==> config.mk <==
export PLATFORM = sky130hd
export DESIGN_NAME = calendar_clock_with_dst_top_flat
export DESIGN_NICKNAME = d
export VERILOG_FILES = /design/src/rtl/ccd_pkg.sv /design/src/rtl/ccd_cmd_if.sv /design/src/rtl/ccd_status_if.sv /design/src/rtl/calendar_clock_with_dst_top.sv /design/src/flat_wrapper.sv
export SDC_FILE = /design/constraint.sdc
export NUM_CORES = 1
export LEC_CHECK = 0
export BUFFER_PORTS_ARGS = -buffer_cell sky130_fd_sc_hd__buf_4
export CAP_MARGIN = 25
export CORE_MARGIN = 3
export CORE_UTILIZATION = 40
export DETAILED_ROUTE_END_ITERATION = 10
export SLEW_MARGIN = 30
export SYNTH_ARGS = -nofsm -noshare
export SYNTH_HDL_FRONTEND = slang
export SYNTH_SLANG_ARGS = --single-unit
==> constraint.sdc <==
create_clock -name clk -period 12.6 [get_ports clk]
set_clock_uncertainty 0.05 [all_clocks]
set_input_delay 3.15 -clock clk [delete_from_list [all_inputs] [get_ports clk]]
set_output_delay 3.15 -clock clk [all_outputs]
set_load 0.05 [all_outputs]
==> src/rtl/ccd_pkg.sv <==
// Types, constants and calendar arithmetic for the calendar clock with summer time.
`default_nettype none

package ccd_pkg;

  // Command codes
  localparam logic [1:0] CmdTick    = 2'd0;
  localparam logic [1:0] CmdLoad    = 2'd1;
  localparam logic [1:0] CmdLoadDst = 2'd2;

  // Weekday: floor(y / 100) as (y * YearRecip) >> YearShift, exact for y below 43000
  localparam int unsigned YearBias  = 400;
  localparam int unsigned YearRecip = 5243;
  localparam int unsigned YearShift = 19;

  localparam logic [2:0] MonthOffset [12] = '{
    3'd0, 3'd3, 3'd2, 3'd5, 3'd0, 3'd3, 3'd5, 3'd1, 3'd4, 3'd6, 3'd2, 3'd4
  };

  // One command item as it travels down the pipe
  typedef struct packed {
    logic [1:0]  command;
    logic [11:0] year;
    logic [3:0]  month;
    logic [4:0]  day;
    logic [4:0]  hour;
    logic [5:0]  minute;
    logic [5:0]  second;
  } load_t;

  // Clock and calendar state
  typedef struct packed {
    logic [5:0]  second;
    logic [5:0]  minute;
    logic [4:0]  hour;
    logic [4:0]  day;
    logic [3:0]  month;
    logic [11:0] year;
    logic [2:0]  wday;
    logic        rep;
  } clock_t;

  localparam clock_t ClockReset = '{
    second: 6'd0, minute: 6'd0, hour: 5'd0, day: 5'd1, month: 4'd1,
    year: 12'd2023, wday: 3'd0, rep: 1'b0
  };

  // Remainder by 7 of a 14-bit value: 8 is 1 mod 7, so octal digits fold
  function automatic logic [2:0] mod7(input logic [13:0] v);
    logic [4:0] f1;
    logic [3:0] f2;
    f1 = 5'(v[2:0]) + 5'(v[5:3]) + 5'(v[8:6]) + 5'(v[11:9]) + 5'(v[13:12]);
    f2 = 4'(f1[2:0]) + 4'(f1[4:3]);
    return (f2 >= 4'd7) ? 3'(f2 - 4'd7) : f2[2:0];
  endfunction

  // Hour increment with day, month and year carry
  function automatic clock_t add_one_hour(input clock_t st);
    clock_t     r;
    logic [5:0] nd;
    logic [4:0] nm;
    r  = st;
    nd = 6'(st.day) + 6'd1;
    nm = 5'(st.month);
    if (st.hour >= 5'd23) begin
      r.hour = 5'd0;
      r.wday = (st.wday >= 3'd6) ? 3'd0 : st.wday + 3'd1;
      if (nd >= 6'd32) begin
        nd = 6'd1;
        nm = nm + 5'd1;
      end
      if (nd == 6'd31 && (nm == 5'd4 || nm == 5'd6 || nm == 5'd9 || nm == 5'd11)) begin
        nd = 6'd1;
        nm = nm + 5'd1;
      end
      if (nd == 6'd30 && nm == 5'd2) begin
        nd = 6'd1;
        nm = nm + 5'd1;
      end
      if (nd == 6'd29 && nm == 5'd2 && st.year[1:0] != 2'd0) begin
        nd = 6'd1;
        nm = nm + 5'd1;
      end
      if (nm >= 5'd13) begin
        nm     = 5'd1;
        r.year = st.year + 12'd1;
      end
      r.day   = nd[4:0];
      r.month = nm[3:0];
    end else begin
      r.hour = st.hour + 5'd1;
    end
    return r;
  endfunction

  // One second forward, with the spring and autumn hour switches
  function automatic clock_t tick_second(input clock_t st);
    clock_t r;
    r = st;
    if (st.second < 6'd59) begin
      r.second = st.second + 6'd1;
    end else begin
      r.second = 6'd0;
      if (st.minute < 6'd59) begin
        r.minute = st.minute + 6'd1;
      end else begin
        r.minute = 6'd0;
        if (st.day > 5'd24 && st.wday == 3'd0) begin
          if (st.month == 4'd3 && st.hour == 5'd1) begin
            r.hour = 5'd2;
          end else if (st.month == 4'd10 && st.hour == 5'd2) begin
            if (!st.rep) r.hour = 5'd1;
            r.rep = ~st.rep;
          end
        end
        r = add_one_hour(r);
      end
    end
    return r;
  endfunction

  // True when a winter-time value lies in the summer-time period
  function automatic logic is_summer(input clock_t st);
    logic last_week;
    logic past_sunday;
    logic summer;
    last_week   = st.day > 5'd24;
    past_sunday = last_week && (5'(st.wday) <= st.day - 5'd25);
    summer      = 1'b0;
    if (st.month == 4'd3 && last_week) begin
      summer = past_sunday;
      if (st.wday == 3'd0 && st.hour < 5'd2) summer = 1'b0;
    end else if (st.month >= 4'd4 && st.month <= 4'd10) begin
      summer = 1'b1;
      if (st.month == 4'd10 && last_week) begin
        if (past_sunday) summer = 1'b0;
        if (st.wday == 3'd0 && st.hour < 5'd3) summer = 1'b1;
      end
    end
    return summer;
  endfunction

endpackage

`default_nettype wire

==> src/rtl/ccd_cmd_if.sv <==
// Command channel: valid/ready handshake with one command item.
`default_nettype none

interface ccd_cmd_if;
  logic        valid;
  logic        ready;
  logic [1:0]  command;
  logic [11:0] load_year;
  logic [3:0]  load_month;
  logic [4:0]  load_day;
  logic [4:0]  load_hour;
  logic [5:0]  load_minute;
  logic [5:0]  load_second;

  modport source (
    output valid, command, load_year, load_month, load_day, load_hour,
           load_minute, load_second,
    input  ready
  );
  modport sink (
    input  valid, command, load_year, load_month, load_day, load_hour,
           load_minute, load_second,
    output ready
  );
endinterface

`default_nettype wire

==> src/rtl/ccd_status_if.sv <==
// Status channel: valid/ready handshake with one clock reading item.
`default_nettype none

interface ccd_status_if;
  logic        valid;
  logic        ready;
  logic [5:0]  cur_second;
  logic [5:0]  cur_minute;
  logic [4:0]  cur_hour;
  logic [4:0]  cur_day;
  logic [3:0]  cur_month;
  logic [11:0] cur_year;
  logic [2:0]  cur_weekday;
  logic        summer_applied;

  modport source (
    output valid, cur_second, cur_minute, cur_hour, cur_day, cur_month,
           cur_year, cur_weekday, summer_applied,
    input  ready
  );
  modport sink (
    input  valid, cur_second, cur_minute, cur_hour, cur_day, cur_month,
           cur_year, cur_weekday, summer_applied,
    output ready
  );
endinterface

`default_nettype wire

==> src/rtl/calendar_clock_with_dst_top.sv <==
// Calendar clock, 2000..2099, with Central European summer-time switches.
//
// Channels: cmd takes one item per command (tick one second, load, or load
// winter time with summer correction); status returns one item per command
// carrying the clock after that command. Both use valid/ready.
// Pipe: a command passes three registered stages (weekday multiply, weekday
// remainder, state update). Throughput: one command per cycle unless status
// stalls; the clock state register is updated once per item in the last
// stage, so ticks may follow loads back to back.
// Reset (rst, synchronous): clock goes to 2023-01-01 00:00:00, Sunday,
// repeat-hour flag clear; the pipe is emptied.
// Stall: the status register holds its item while ready is low; the two
// upstream stages keep filling, and cmd.ready drops only when all three
// stages hold items and status is not taken.
`default_nettype none

module calendar_clock_with_dst_top (
  input  wire logic     clk,
  input  wire logic     rst,
  ccd_cmd_if.sink       cmd,
  ccd_status_if.source  status
);

  // Pipe control
  logic s1_valid;
  logic s2_valid;
  logic out_valid;
  logic rdy1;
  logic rdy2;
  logic rdy3;
  logic adv3;

  assign rdy3 = !out_valid || status.ready;
  assign rdy2 = !s2_valid || rdy3;
  assign rdy1 = !s1_valid || rdy2;
  assign adv3 = s2_valid && rdy3;
  assign cmd.ready = rdy1;

  // Front: biased year and century from the incoming item
  ccd_pkg::load_t in_load;
  logic [12:0]    in_y;
  logic [25:0]    in_prod;
  logic [3:0]     in_idx;

  assign in_load = '{
    command: cmd.command, year: cmd.load_year, month: cmd.load_month,
    day: cmd.load_day, hour: cmd.load_hour, minute: cmd.load_minute,
    second: cmd.load_second
  };
  assign in_y = 13'(cmd.load_year) + 13'(ccd_pkg::YearBias)
              - ((cmd.load_month < 4'd3) ? 13'd1 : 13'd0);
  assign in_prod = 26'(in_y) * 26'(ccd_pkg::YearRecip);
  assign in_idx = (cmd.load_month >= 4'd1 && cmd.load_month <= 4'd12)
                ? cmd.load_month - 4'd1 : 4'd0;

  // Stage 1 registers
  ccd_pkg::load_t s1_load;
  logic [12:0]    s1_y;
  logic [5:0]     s1_c;
  logic [2:0]     s1_off;

  always_ff @(posedge clk) begin
    if (rst) begin
      s1_valid <= 1'b0;
    end else if (rdy1) begin
      s1_valid <= cmd.valid;
    end
  end

  always_ff @(posedge clk) begin
    if (rdy1 && cmd.valid) begin
      s1_load <= in_load;
      s1_y    <= in_y;
      s1_c    <= 6'(in_prod >> ccd_pkg::YearShift);
      s1_off  <= ccd_pkg::MonthOffset[in_idx];
    end
  end

  // Stage 2: weekday sum and remainder by 7
  logic [13:0]    wsum;
  ccd_pkg::load_t s2_load;
  logic [2:0]     s2_wday;

  assign wsum = 14'(s1_y) + 14'(s1_y >> 2) - 14'(s1_c) + 14'(s1_c >> 2)
              + 14'(s1_off) + 14'(s1_load.day);

  always_ff @(posedge clk) begin
    if (rst) begin
      s2_valid <= 1'b0;
    end else if (rdy2) begin
      s2_valid <= s1_valid;
    end
  end

  always_ff @(posedge clk) begin
    if (rdy2 && s1_valid) begin
      s2_load <= s1_load;
      s2_wday <= ccd_pkg::mod7(wsum);
    end
  end

  // Stage 3: clock state update, the state doubles as the status payload
  ccd_pkg::clock_t cur;
  ccd_pkg::clock_t cur_next;
  ccd_pkg::clock_t load_base;
  ccd_pkg::clock_t load_dst;
  logic            applied;
  logic            applied_next;
  logic            summer;

  always_comb begin
    load_base = '{
      second: s2_load.second, minute: s2_load.minute, hour: s2_load.hour,
      day: s2_load.day, month: s2_load.month, year: s2_load.year,
      wday: s2_wday, rep: cur.rep
    };
    summer   = ccd_pkg::is_summer(load_base);
    load_dst = summer ? ccd_pkg::add_one_hour(load_base) : load_base;
    unique case (s2_load.command)
      ccd_pkg::CmdTick: begin
        cur_next     = ccd_pkg::tick_second(cur);
        applied_next = 1'b0;
      end
      ccd_pkg::CmdLoad: begin
        cur_next     = load_base;
        applied_next = 1'b0;
      end
      ccd_pkg::CmdLoadDst: begin
        cur_next     = load_dst;
        applied_next = summer;
      end
      default: begin
        cur_next     = cur;
        applied_next = 1'b0;
      end
    endcase
  end

  always_ff @(posedge clk) begin
    if (rst) begin
      cur       <= ccd_pkg::ClockReset;
      applied   <= 1'b0;
      out_valid <= 1'b0;
    end else begin
      if (adv3) begin
        cur       <= cur_next;
        applied   <= applied_next;
        out_valid <= 1'b1;
      end else if (status.ready) begin
        out_valid <= 1'b0;
      end
    end
  end

  // Status outputs
  assign status.valid          = out_valid;
  assign status.cur_second     = cur.second;
  assign status.cur_minute     = cur.minute;
  assign status.cur_hour       = cur.hour;
  assign status.cur_day        = cur.day;
  assign status.cur_month      = cur.month;
  assign status.cur_year       = cur.year;
  assign status.cur_weekday    = cur.wday;
  assign status.summer_applied = applied;

endmodule

`default_nettype wire

==> src/flat_wrapper.sv <==
// flat-port wrapper written by rule: the top's interface ports become plain ports
module calendar_clock_with_dst_top_flat 
  (clk, rst, cmd_valid, cmd_command, cmd_load_year, cmd_load_month, cmd_load_day, cmd_load_hour, cmd_load_minute, cmd_load_second, cmd_ready, status_valid, status_cur_second, status_cur_minute, status_cur_hour, status_cur_day, status_cur_month, status_cur_year, status_cur_weekday, status_summer_applied, status_ready);
  ccd_cmd_if cmd_i ();
  ccd_status_if status_i ();
  input  wire logic clk;
  input  wire logic rst;
  input wire logic [$bits(cmd_i.valid)-1:0] cmd_valid;
  input wire logic [$bits(cmd_i.command)-1:0] cmd_command;
  input wire logic [$bits(cmd_i.load_year)-1:0] cmd_load_year;
  input wire logic [$bits(cmd_i.load_month)-1:0] cmd_load_month;
  input wire logic [$bits(cmd_i.load_day)-1:0] cmd_load_day;
  input wire logic [$bits(cmd_i.load_hour)-1:0] cmd_load_hour;
  input wire logic [$bits(cmd_i.load_minute)-1:0] cmd_load_minute;
  input wire logic [$bits(cmd_i.load_second)-1:0] cmd_load_second;
  output wire logic [$bits(cmd_i.ready)-1:0] cmd_ready;
  output wire logic [$bits(status_i.valid)-1:0] status_valid;
  output wire logic [$bits(status_i.cur_second)-1:0] status_cur_second;
  output wire logic [$bits(status_i.cur_minute)-1:0] status_cur_minute;
  output wire logic [$bits(status_i.cur_hour)-1:0] status_cur_hour;
  output wire logic [$bits(status_i.cur_day)-1:0] status_cur_day;
  output wire logic [$bits(status_i.cur_month)-1:0] status_cur_month;
  output wire logic [$bits(status_i.cur_year)-1:0] status_cur_year;
  output wire logic [$bits(status_i.cur_weekday)-1:0] status_cur_weekday;
  output wire logic [$bits(status_i.summer_applied)-1:0] status_summer_applied;
  input wire logic [$bits(status_i.ready)-1:0] status_ready;
  assign cmd_i.valid = cmd_valid;
  assign cmd_i.command = cmd_command;
  assign cmd_i.load_year = cmd_load_year;
  assign cmd_i.load_month = cmd_load_month;
  assign cmd_i.load_day = cmd_load_day;
  assign cmd_i.load_hour = cmd_load_hour;
  assign cmd_i.load_minute = cmd_load_minute;
  assign cmd_i.load_second = cmd_load_second;
  assign cmd_ready = cmd_i.ready;
  assign status_valid = status_i.valid;
  assign status_cur_second = status_i.cur_second;
  assign status_cur_minute = status_i.cur_minute;
  assign status_cur_hour = status_i.cur_hour;
  assign status_cur_day = status_i.cur_day;
  assign status_cur_month = status_i.cur_month;
  assign status_cur_year = status_i.cur_year;
  assign status_cur_weekday = status_i.cur_weekday;
  assign status_summer_applied = status_i.summer_applied;
  assign status_i.ready = status_ready;
  calendar_clock_with_dst_top u_core (.clk(clk), .rst(rst), .cmd(cmd_i), .status(status_i));
endmodule
# Yosys cells after proc, flatten, opt, wreduce, memory -nomap -nowiden
# Memory sizes are Yosys's and may differ from the RTL's. A register that Yosys moved wholly into a read port is not among the register bits.
# Cells that the tools add are included.
dict set report op_classes {
  mux 89
  addsub 33
  eq_ne 30
  n_reduce_logical 46
  mul 1
  bitwise_logic 7
  order_cmp 21
}
# operator count
set ops {}
lappend ops {{2-to-1 mux 5 bit} 39}
lappend ops {{2-to-1 mux 6 bit} 23}
lappend ops {{case mux 42 bit (3 select lines)} 1}
lappend ops {{2-to-1 mux 30 bit} 2}
lappend ops {{2-to-1 mux 24 bit} 2}
lappend ops {{adder 5 x 1 -> 5 bit, second input constant} 8}
lappend ops {{== test 6 x 5 -> 1 bit, second input constant} 6}
lappend ops {{2-to-1 mux 36 bit} 1}
lappend ops {{== test 5 x 2 -> 1 bit, second input constant} 5}
lappend ops {{multiplier 13 x 13 -> 25 bit, second input constant} 1}
lappend ops {{adder 12 x 1 -> 12 bit, second input constant} 2}
lappend ops {{2-to-1 mux 12 bit} 2}
lappend ops {{logical AND 1 bit} 21}
lappend ops {{== test 5 x 3 -> 1 bit, second input constant} 4}
lappend ops {{== test 5 x 4 -> 1 bit, second input constant} 4}
lappend ops {{adder 13 x 11 -> 14 bit} 1}
lappend ops {{adder 14 x 3 -> 14 bit} 1}
lappend ops {{adder 14 x 4 -> 14 bit} 1}
lappend ops {{adder 14 x 5 -> 14 bit} 1}
lappend ops {{subtractor 14 x 6 -> 14 bit} 1}
lappend ops {{adder 12 x 9 -> 13 bit, second input constant} 1}
lappend ops {{2-to-1 mux 1 bit} 13}
lappend ops {{subtractor 13 bit} 1}
lappend ops {{adder 5 x 1 -> 6 bit, second input constant} 2}
lappend ops {{45 further kinds} 84}
dict set report totals {
  rom_bits 48
  memories 1
  register_bits 148
  out_inout_bits 44
  wordCells 257
  input_bits 44
}
# memory words width read_ports rd_ports_with_merged_regs write_ports line
set mem_list {}
lappend mem_list {{(no name shown)} 16 3 1 1 0 calendar_clock_with_dst_top.sv:75} ;# s1_off <= ccd_pkg::MonthOffset[in_idx];

# Depth between registers and ports, before layout
# Gate-level depths: netlist of the first run.
dict set report logic_depth {
  word_depth 44
  depth_mapped 33
  depth_no_buf 33
}

# Worst setup path after synthesis of the first run
# OpenSTA, ideal clock, no wires.
dict set report synth_path {
  path_type {in2reg}
  startpoint {input cmd_load_month[0]}
  endpoint {register u_core.s1_c[5], data pin}
  t_arrival_ps 9608
  n_path_buf 0
  setup_slack_ps 2682
  required_ps 12290
  stages 30
  setup_ps 260
  path_cell_list {ha_1 nor3_1 ha_1 inv_1 ha_1 inv_1 fa_1 inv_1 a21oi_1 o21bai_1 a211o_1 nand2_1 nand2_1 a211o_1 xor2_1 ha_1 fa_1 inv_1 fa_1 inv_1 fa_1 fa_1 ha_1 o21a_1 o21ai_0 o311a_1 o31ai_1 nor4_1 nor3_1 xnor2_1}
}
dict set report synth_between {
  elab_chain_cells 4
}
# item line
set synth_rtl {}
lappend synth_rtl {{start: declaration} flat_wrapper.sv:11} ;# input wire logic [$bits(cmd_i.load_month)-1:0] cmd_load_month;
lappend synth_rtl {{< comparator 4 x 2 -> 1 bit} calendar_clock_with_dst_top.sv:51} ;# - ((cmd.load_month < 4'd3) ? 13'd1 : 13'd0);
lappend synth_rtl {{2-to-1 mux 1 bit} calendar_clock_with_dst_top.sv:51}
lappend synth_rtl {{subtractor 13 bit} calendar_clock_with_dst_top.sv:51}
lappend synth_rtl {{via u_core.in_y[11]} calendar_clock_with_dst_top.sv:41} ;# logic [12:0] in_y;
lappend synth_rtl {{multiplier 13 x 13 -> 25 bit} calendar_clock_with_dst_top.sv:52} ;# assign in_prod = 26'(in_y) * 26'(ccd_pkg::YearRecip);
lappend synth_rtl {{via u_core.in_prod[24]} calendar_clock_with_dst_top.sv:42} ;# logic [25:0] in_prod;
lappend synth_rtl {{end signal: assignment} calendar_clock_with_dst_top.sv:74} ;# s1_c <= 6'(in_prod >> ccd_pkg::YearShift);
lappend synth_rtl {{end: declaration} calendar_clock_with_dst_top.sv:59} ;# logic [5:0] s1_c;
# The timed path passes the listed nets, and every way through them passes these cells.
# A chain may end at the register's enable or synchronous reset.

# Final worst setup path of the first run
# Ends and elaborated chain as after synthesis.

==> qor.csv, run 1 <==
stage,metric,value,unit
timing,worst_pin_slew,0.9303,ns
flow_run,maxCapViolCount,0,
cts,insertion_delay,0.44,ns
timing,period_share,0.8118,
critical_path,worstPathRequired,12.73,ns
timing,slew_viol_final,0,
synthesis,syn-num-nets,1720,
drt,routedWlPerCell,16.54,microns
floorplan,rows,67,
global_route,grt_max_degree,51,
synthesis,syn_inst,1397,
synthesis,ys_ff_latch,151,
layout,final_nets,1756,
drt,vias,10080,
floorplan,core-area,33700,sq um
critical_path,critical_path_class,in -> reg,
critical_path,cp.arrival,10.36,ns
layout,drive_above_1_share,0.1155,
critical_path,cp_common_cell,inv_1,
synthesis,synthArstFlopShare,0,
cts,cts-root-buf,clkbuf_16,
cts,cts_tree,yes,
critical_path,crit_path_max_fanout,7,
hold_path,hp-class,reg -> reg,
synthesis,syn_area,13740,sq um
global_route,antenna_found_initial,0,
critical_path,worstSetupEndpointType,flip-flop,
cts,cts-resized-gates,0,
drt,wl,31.32,mm
cts,cts_max_path_buffers,2,
floorplan,die_y,191.3,microns
placed_design,port_buffers,87,
timing,setup_violations,0,
critical_path,slowest_delay,0.74,ns
layout,area_growth,10.03,%
drt,ant_nets,0,
layout,fin_area,15120,sq um
cts,clock_sinks,151,
floorplan,start_util,0.4077,
drt,drt_pass1_iterations,6,
floorplan,io_pins,88,
timing,rsz0062_at_grt,no,
drt,drc,0,
floorplan,die_x,191.3,microns
drt,vias_per_cell,5.321,
drt,drtIter0Drc,671,
cts,postCtsHoldBufs,0,
global_route,grt_overflow,0,
timing,max-slew-margin-rel,0.3754,
global_route,grt_pass1_wl,51.16,mm
cts,cts_max_level,4,
layout,antenna_cells,0,
synthesis,yosysWarningCount,0,
floorplan,dieArea,36610,sq um
synthesis,syn_area_per_cell,9.836,sq um
cts,numCtsBuffers,17,
global_route,grt_pass1_vias,9821,
global_route,grt_use_total,0.1750,
synthesis,synth_edf_count,105,
cts,clkSlewWorstSetupHoldPaths,0.07,ns
cts,post_cts_buffers,0,
timing,tns,0,ns
status,outcome,finished clean,
timing,fin_crit,10.23,ns
placed_design,gp_congestion,0.8462,
timing,hold_violations,0,
placed_design,dpl_cell_area,14570,sq um
critical_path,critPathLaunchType,primary input,
synthesis,synthFlopType,edfxtp_1,
synthesis,synth_cell_type_count,94,
placed_design,dp_hpwl,24.69,mm
synthesis,yosysSeqAreaShare,0.2965,
critical_path,cp_slowest_cell,xnor2_1,
timing,fmax,97.76,MHz
==> stage by stage <==
stage | utilization | hold WS (ns) | setup slack, ns | std cells
after floorplan | - | 0.3503 | 2.682 | 1397
after global placement | 0.4315 | 0.3513 | 1.806 | 1862
after detailed placement | 0.4323 | 0.3545 | 1.668 | 1862
after CTS | 0.4484 | 0.3686 | 2.115 | 1894
after global routing | 0.4487 | 0.3776 | 1.832 | 1894
final | 0.4487 | 0.3685 | 2.371 | 1894
==> critical path: cells and delay by family <==
family,cells,cell delay [ns]
simple gates,5,0.81
xor+xnor,2,0.82
fa+ha+maj,10,3.30
compound gates,7,1.73
buf+inv,9,0.52
==> kinds of logic (layout without fill, tap and decap cells) <==
family,after synthesis,in the layout,share of synthesized area
XOR/XNOR,59,59,0.03761
multiplexers,13,13,0.01002
flip-flops,151,151,0.2965
AO/OA/AOI/OAI,291,291,0.1446
buffers and inverters,287,336,0.09288
adder cells (fa/ha/maj),279,279,0.2989
AND/OR/NAND/NOR,317,317,0.1196
==> cell type report <==
cell class,count,area [sq um]
inverter,211,792.0
fill,3252,18580
multi-input combinational,959,8451
sequential,151,4074
clock inverter,14,115.1
tap,448,560.5
clock buffer,18,429.2
timing repair buffer,93,698.2
==> path summary, 6_finish.rpt <==
path         cells past startpoint                from                    to  slack (ns)
min                              0  u_core.s1_load[22]  u_core.load_base[16]        0.37
max reg2reg                     26      u_core.s1_y[2]     u_core.s2_wday[1]        5.02
max                             33   cmd_load_month[0]        u_core.s1_c[5]        2.37
min reg2reg                      0  u_core.s1_load[22]  u_core.load_base[16]        0.37
==> registers in the layout (all words and copies together) (netlist names) <==
register                      count
u_core.status.cur_day             5
u_core.status.cur_minute          6
u_core.s2_load                    2
u_core.s2_wday                    3
u_core.s1_valid                   1
u_core.status.valid               1
u_core.status.cur_second          6
u_core.s1_off                     3
u_core.status.cur_weekday         3
u_core.load_base                 38
u_core.status.summer_applied      1
u_core.cur                        1
u_core.status.cur_year           12
u_core.status.cur_hour            5
u_core.s1_load                   40
u_core.s2_valid                   1
u_core.s1_c                       6
u_core.s1_y                      13
u_core.status.cur_month           4
==> synth_stat cells, types with 6 or more instances <==
| library cell | n | share of area |
|---|---|---|
| inv_1 | 209 | 0.057 |
| ha_1 | 197 | 0.18 |
| edfxtp_1 | 105 | 0.23 |
| fa_1 | 82 | 0.12 |
| nor2_1 | 80 | 0.022 |
| a21oi_1 | 70 | 0.025 |
| nand2_1 | 62 | 0.017 |
| o21ai_0 | 53 | 0.019 |
| dfxtp_1 | 46 | 0.067 |
| buf_4 | 43 | 0.023 |
| xnor2_1 | 43 | 0.027 |
| nand3_1 | 41 | 0.015 |
| nor3_1 | 29 | 0.011 |
| clkbuf_1 | 23 | 0.0063 |
| a31oi_1 | 18 | 0.0082 |
| a211oi_1 | 16 | 0.0087 |
| xor2_1 | 16 | 0.010 |
| a21o_1 | 15 | 0.0082 |
| nand4_1 | 15 | 0.0068 |
| and3_1 | 13 | 0.0059 |
| a221oi_1 | 10 | 0.0064 |
| o211ai_1 | 10 | 0.0055 |
| nor2b_1 | 9 | 0.0041 |
| a211o_1 | 8 | 0.0051 |
| o21a_1 | 8 | 0.0044 |
| or4_1 | 8 | 0.0044 |
| and2_1 | 7 | 0.0032 |
| mux2i_1 | 7 | 0.0051 |
| o21bai_1 | 7 | 0.0038 |
| mux2_2 | 6 | 0.0049 |
| nand2b_1 | 6 | 0.0027 |
| o2111ai_1 | 6 | 0.0038 |
==> cell usage in the layout, fill, tap and decap left out, drive strengths merged, types with 8 or more instances in the layout <==
master / netlist / final
ha: 197 / 197
and2: 9 / 9
a211oi: 18 / 18
and3: 13 / 13
a221oi: 10 / 10
nand4: 16 / 16
o21ai: 56 / 56
a31oi: 18 / 18
a211o: 9 / 9
buf: 52 / 93
fa: 82 / 82
nor2b: 9 / 9
nand3: 43 / 43
o21a: 8 / 8
xor2: 16 / 16
dfxtp: 46 / 46
clkbuf: 24 / 18
edfxtp: 105 / 105
xnor2: 43 / 43
a21oi: 70 / 70
inv: 209 / 216
a21o: 16 / 16
or4: 8 / 8
nor3: 29 / 29
o211ai: 10 / 10
nor2: 82 / 82
nand2: 62 / 62
==> routing by layer <==
layer / vias to the layer above / global-route usage / part of all wire
met4: 0 / 0.03726 / 0.012
met5: - / 0 / 0
met2: 190 / 0.2918 / 0.48
li1: 4957 / - / -
met1: 4902 / 0.2407 / 0.47
met3: 29 / 0.02769 / 0.042
Power of run 1 is not shown: default switching activity piles up to over one toggle a cycle in this logic, so the estimate is an artifact.
==> run 2: changes to the inputs <==
==> constraint.sdc (replaced) <==
create_clock -name clk -period 8.67 [get_ports clk]
set_clock_uncertainty 0.05 [all_clocks]
set_input_delay 2.1675 -clock clk [delete_from_list [all_inputs] [get_ports clk]]
set_output_delay 2.1675 -clock clk [all_outputs]
set_load 0.05 [all_outputs]
==> run 2 against run 1 <==
  * Non-clock buffer count increased by 54
  * Sequential cell count unchanged
  * Clock-buffer cell count grew 2
  * Cell count rose by 2.9%
  * Register-to-register slack lost 3.9 ns
  * Critical path type unchanged
  * Critical endpoint unchanged
==> qor.csv, run 2 (same netlist as run 1, synthesis figures left out) <==
stage,metric,value,unit,change
status,outcome,finished clean,,
flow_run,maxCapViolCount,0,,unchanged
critical_path,r2r_start,u_core.s1_y[2],,
timing,period_share,0.9704,,
critical_path,critPathLaunchType,primary input,,
cts,insertion_delay,0.43,ns,about the same
critical_path,critical_path_class,in -> reg,,
floorplan,dieArea,36610,sq um,unchanged
global_route,grt_pass1_wl,52.67,mm,+3.0%
drt,vias,10310,,+2.3%
layout,post-route-util,0.4644,,+0.01578
critical_path,cp.arrival,8.54,ns,-1.82 ns
drt,drt_pass1_iterations,5,,-1
drt,drtIter0Drc,693,,+3.3%
layout,final_nets,1810,,+3.1%
critical_path,r2r_slack,1.14,ns,-3.88 ns
floorplan,die_y,191.3,microns,unchanged
timing,hold_violations,0,,unchanged
critical_path,cp_common_cell,inv_1,,
cts,cts_max_level,4,,unchanged
floorplan,die_x,191.3,microns,unchanged
critical_path,reg2reg_depth,26,,unchanged
critical_path,worstSetupEndpointType,flip-flop,,
timing,worst_pin_slew,0.8269,ns,-0.1034 ns
layout,largest_register_ffs,40,,unchanged
drt,routedWlPerCell,16.40,microns,-0.79%
global_route,antenna_found_initial,0,,unchanged
layout,top_register,u_core.s1_load,,
layout,drive_above_1_share,0.1553,,+0.03984
hold_path,worstHoldPathCells,0,,unchanged
cts,cts-root-buf,clkbuf_16,,
drt,wl,31.96,mm,+2.0%
drt,drc,0,,unchanged
timing,max-slew-margin-rel,0.4488,,+0.07338
placed_design,dp_hpwl,25.10,mm,+1.7%
critical_path,crit_path_max_fanout,6,,-1
floorplan,io_pins,88,,unchanged
drt,ant_nets,0,,unchanged
timing,slew_viol_final,0,,unchanged
hold_path,hold_start,u_core.s1_load[27],,
floorplan,start_util,0.4077,,unchanged
timing,rsz0062_at_grt,yes,,
cts,clkSlewWorstSetupHoldPaths,0.07,ns,about the same
cts,numCtsBuffers,17,,unchanged
critical_path,worstPathRequired,8.80,ns,-3.93 ns
timing,fmax,118.9,MHz,
hold_path,hp-class,reg -> reg,,
global_route,grt_pass1_vias,10310,,+4.9%
layout,antenna_cells,0,,unchanged
critical_path,slowest_delay,0.52,ns,-0.22 ns
placed_design,gp_congestion,0.8790,,+3.9%
timing,fin_crit,8.414,ns,
layout,layout_common_cells,"inv_1, ha_1, buf_4, edfxtp_1, fa_1",,
drt,vias_per_cell,5.291,,-0.56%
floorplan,core-area,33700,sq um,unchanged
critical_path,cp_slowest_cell,fa_1,,
layout,area_growth,13.90,%,
floorplan,rows,67,,unchanged
critical_path,regToRegEndpoint,u_core.s2_wday[1],,
cts,cts_tree,yes,,
hold_path,hold_end,u_core.load_base[5],,
placed_design,port_buffers,87,,unchanged
global_route,grt_max_degree,52,,+2.0%
cts,clock_sinks,151,,unchanged
global_route,grt_overflow,0,,unchanged
cts,cts_max_path_buffers,2,,unchanged
cts,postCtsHoldBufs,0,,unchanged
timing,setup_violations,0,,unchanged
global_route,grt_use_total,0.1789,,+0.003890
layout,final_common_cell,inv_1,,
[run 2: how the worst max path moves through the flow]
| stage | startpoint | end | slack, ns | cells after the start |
|---|---|---|---|---|
| 2_1_floorplan | cmd_load_month[0] | u_core.s1_c[5] | 0.006 | 30 |
| 3_3_place_gp | cmd_load_month[0] | u_core.s1_c[5] | -0.50 | 32 |
| 3_5_place_dp | cmd_load_month[0] | u_core.s1_c[5] | -0.55 | 32 |
| 4_1_cts | cmd_load_month[0] | u_core.s1_c[5] | 0.02 | 32 |
| 5_1_grt | cmd_load_month[0] | u_core.s1_c[5] | -0.04 | 33 |
| 6_report | cmd_load_month[0] | u_core.s1_c[5] | 0.26 | 36 |
[run 2: timing repair]
item	in CTS	in global routing
buffers inserted	1	2
pin swaps	0	17
resized for setup	4	14
gates cloned	0	0
endpoints found under the setup margin	2	6
[run 2: metrics by stage]
stage | setup slack, ns | cell area, sq um | TNS [ns] | hold WS, ns | instances
2_1_floorplan | 0.005886 | 13770 | 0 | 0.3503 | 1397
3_3_place_gp | -0.5047 | 14950 | -2.226 | 0.3517 | 1913
3_5_place_dp | -0.5525 | 14950 | -2.600 | 0.3557 | 1913
4_1_cts | 0.01819 | 15590 | 0 | 0.3709 | 1946
5_1_grt | -0.03994 | 15650 | -0.05875 | 0.3765 | 1948
6_report | 0.2563 | 15650 | 0 | 0.3656 | 1948
[run 2: final cells by class]
cell class / count / area, sq um
well taps: 448 / 560.5
multi-input cells: 959 / 8523
fillers: 3245 / 18050
inverters: 211 / 792.0
repair buffers: 147 / 1104
flip-flops and latches: 151 / 4074
clock inverters: 12 / 130.1
clock buffers: 20 / 467.9
[run 2: worst max-delay path, delay by kind of cell]
family,cells,cell delay [ns]
buffers and inverters,12,0.95
adder cells (fa/ha/maj),10,3.10
AO/OA/AOI/OAI,7,1.50
AND/OR/NAND/NOR,5,0.58
XOR/XNOR,2,0.21
[run 2: per-layer routing]
layer / GRT usage / vias up / wire length, microns
li1: - / 5069 / -
met1: 0.2494 / 5010 / 15150
met2: 0.2955 / 207 / 15290
met3: 0.02953 / 21 / 1193
met4: 0.03387 / 0 / 331
met5: 0 / - / 0
Power of run 2 is left out for the same reason.
==> run 3: changes to the inputs <==
--- a/config.mk
+++ b/config.mk
@@ -5,6 +5,7 @@
 export SDC_FILE = /design/constraint.sdc
 export NUM_CORES = 1
 export LEC_CHECK = 0
+export ABC_AREA = 1
 export BUFFER_PORTS_ARGS = -buffer_cell sky130_fd_sc_hd__buf_4
 export CAP_MARGIN = 25
 export CORE_MARGIN = 3
==> run 3 against run 2 <==
  * Die area is 2.1% lower
  * Worst setup slack better by 0.11 ns
  * Worst hold slack improved by 0.0033 ns
==> qor.csv, run 3 <==
stage,metric,value,unit,change
hold_path,hp-class,reg -> reg,,
drt,wl,30.23,mm,-5.4%
cts,insertion_delay,0.43,ns,about the same
synthesis,syn_area,13440,sq um,-2.2%
layout,fillers,3145,,-3.1%
layout,final_common_cell,inv_1,,
synthesis,synth_common_cells,"inv_1, ha_1, nand2_1, edfxtp_1, a21oi_1",,
critical_path,cp.arrival,8.44,ns,-0.10 ns
timing,hold_violations,0,,unchanged
synthesis,synthArstFlopShare,0,,unchanged
timing,max-slew-margin-rel,0.3913,,-0.05749
synthesis,synth_top_area_frac,0.2347,,+0.005192
flow_run,maxCapViolCount,0,,unchanged
global_route,grt_pass1_vias,10110,,-1.9%
timing,worst_pin_slew,0.9131,ns,+0.08624 ns
drt,drc,0,,unchanged
placed_design,gp_congestion,0.8899,,+1.2%
critical_path,worstSetupEndpointType,flip-flop,,
layout,area_growth,13.78,%,
critical_path,critPathLaunchType,primary input,,
layout,layout_common_cells,"inv_1, ha_1, nand2_1, buf_4, edfxtp_1",,
global_route,grt_use_total,0.1727,,-0.006179
floorplan,die_y,189.3,microns,-1.1%
cts,cts-root-buf,clkbuf_16,,
drt,vias,10040,,-2.6%
cts,cts_max_path_buffers,2,,unchanged
layout,drive_above_1_share,0.1500,,-0.005333
cts,cts_tree,yes,,
cts,cts_max_level,4,,unchanged
cts,clkSlewWorstSetupHoldPaths,0.07,ns,about the same
critical_path,cp_slowest_cell,fa_1,,
cts,numCtsBuffers,17,,unchanged
global_route,grt_overflow,0,,unchanged
timing,period_share,0.9580,,-0.01243
placed_design,post-place-ws,-0.2887,ns,+0.2638 ns
drt,ant_nets,0,,unchanged
timing,slew_viol_final,0,,unchanged
floorplan,core-area,32780,sq um,-2.7%
layout,post-route-util,0.4663,,+0.001906
timing,fin_crit,8.306,ns,-0.1077 ns
synthesis,synth_top_cell_by_area,edfxtp_1,,
floorplan,die_x,189.3,microns,-1.1%
global_route,antenna_found_initial,0,,unchanged
layout,top_register,u_core.s1_load,,
synthesis,yosysWarningCount,0,,unchanged
critical_path,path_delay_family,adder cells,,
placed_design,dp_hpwl,23.87,mm,-4.9%
layout,antenna_cells,0,,unchanged
cts,post_cts_buffers,0,,-1
global_route,grt_max_degree,63,,+21%
floorplan,rows,66,,-1.5%
floorplan,io_pins,88,,unchanged
drt,drt_pass1_iterations,5,,unchanged
critical_path,cp_common_cell,inv_1,,
layout,final_nets,1910,,+5.5%
drt,drtIter0Drc,474,,-32%
synthesis,synth.top_cells.by_area,"edfxtp_1, ha_1, fa_1",,
critical_path,worstPathRequired,8.80,ns,about the same
critical_path,critical_path_class,in -> reg,,
cts,postCtsHoldBufs,0,,unchanged
synthesis,syn_inst,1490,,+6.7%
timing,setup_violations,0,,unchanged
synthesis,synthFlopType,edfxtp_1,,
timing,setup_ws,0.3641,ns,+0.1077 ns
floorplan,dieArea,35830,sq um,-2.1%
layout,largest_register_ffs,40,,unchanged
cts,clock_sinks,151,,unchanged
critical_path,path_buf_inv,12,,unchanged
drt,vias_per_cell,4.917,,-7.1%
synthesis,yosysSeqAreaShare,0.3032,,+0.006709
drt,routedWlPerCell,14.80,microns,-9.8%
synthesis,syn-num-nets,1813,,+5.4%
synthesis,synth.most_common_cell,inv_1,,
critical_path,slowest_delay,0.53,ns,about the same
synthesis,synth_cell_type_count,57,,-39%
status,outcome,finished clean,,
synthesis,synth_edf_count,105,,unchanged
placed_design,port_buffers,87,,unchanged
synthesis,ys_ff_latch,151,,unchanged
critical_path,crit_path_max_fanout,4,,-2
global_route,grt_pass1_wl,50.25,mm,-4.6%
timing,fmax,120.4,MHz,+1.3%
floorplan,start_util,0.4099,,+0.002117
synthesis,syn_area_per_cell,9.018,sq um,-8.3%
## run 3: changes by cell type after synthesis, moves of 11 or more
cell	delta
a21o_1	-12
a21oi_1	+21
and3_1	-11
clkbuf_1	-11
inv_1	+86
nand2_1	+133
nand3_1	+20
nor3_1	-16
o21ai_0	+11
xnor2_1	-30
xor2_1	+26
## run 3: area by class of cell
| class | instances | area [sq um] | share of cell area |
|---|---|---|---|
| clock inverters | 15 | 131.4 | 0.008593 |
| repair buffers | 139 | 1051 | 0.06875 |
| flip-flops and latches | 151 | 4074 | 0.2665 |
| inverters | 302 | 1135 | 0.07423 |
| well taps | 442 | 553.0 | 0.03617 |
| clock buffers | 17 | 425.4 | 0.02783 |
| multi-input cells | 976 | 7919 | 0.5180 |
## run 3: path summary, 6_finish.rpt
| kind | slack (ns) | depth (start not counted) | to | from |
|---|---|---|---|---|
| setup / recovery | 0.36 | 43 | u_core.s1_c[5] | cmd_load_month[0] |
| hold / removal | 0.37 | 0 | u_core.load_base[39] | u_core.s1_load[3] |
| setup reg to reg | 1.21 | 28 | u_core.s2_wday[1] | u_core.s1_y[2] |
| hold reg to reg | 0.37 | 0 | u_core.load_base[39] | u_core.s1_load[3] |
## run 3: cells by family (layout without fill, tap and decap cells)
group,Yosys count,count (layout),synth area share
XOR/XNOR,56,56,0.03706
AND/OR/NAND/NOR,409,409,0.1382
flip-flops,151,151,0.3032
AO/OA/AOI/OAI,230,230,0.09982
buffers and inverters,363,473,0.1144
multiplexers,2,2,0.001676
adder cells (fa/ha/maj),279,279,0.3056
## run 3: what timing repair did
item | CTS | global route
setup endpoints to repair | 0 | 4
resized for setup | 0 | 22
hold endpoints to repair | 0 | 0
## run 3: metrics by stage
stage | cells | hold WS [ns] | setup TNS, ns | instance area [sq um]
floorplan | 1490 | 0.3503 | 0 | 13440
global placement | 2009 | 0.3516 | -0.4095 | 14630
detailed placement | 2009 | 0.3545 | -0.6274 | 14630
CTS | 2041 | 0.3687 | 0 | 15190
global route | 2042 | 0.3767 | -0.03498 | 15290
finish | 2042 | 0.3689 | 0 | 15290
## run 3: metal layers
layer  share of wire  vias to the layer above  track usage
met2            0.48                      151       0.2905
li1                -                     5046            -
met4           0.018                        0      0.04379
met5               0                        -            0
met1            0.48                     4809       0.2364
met3           0.026                       35      0.02277
Power of run 3 is left out for the same reason.
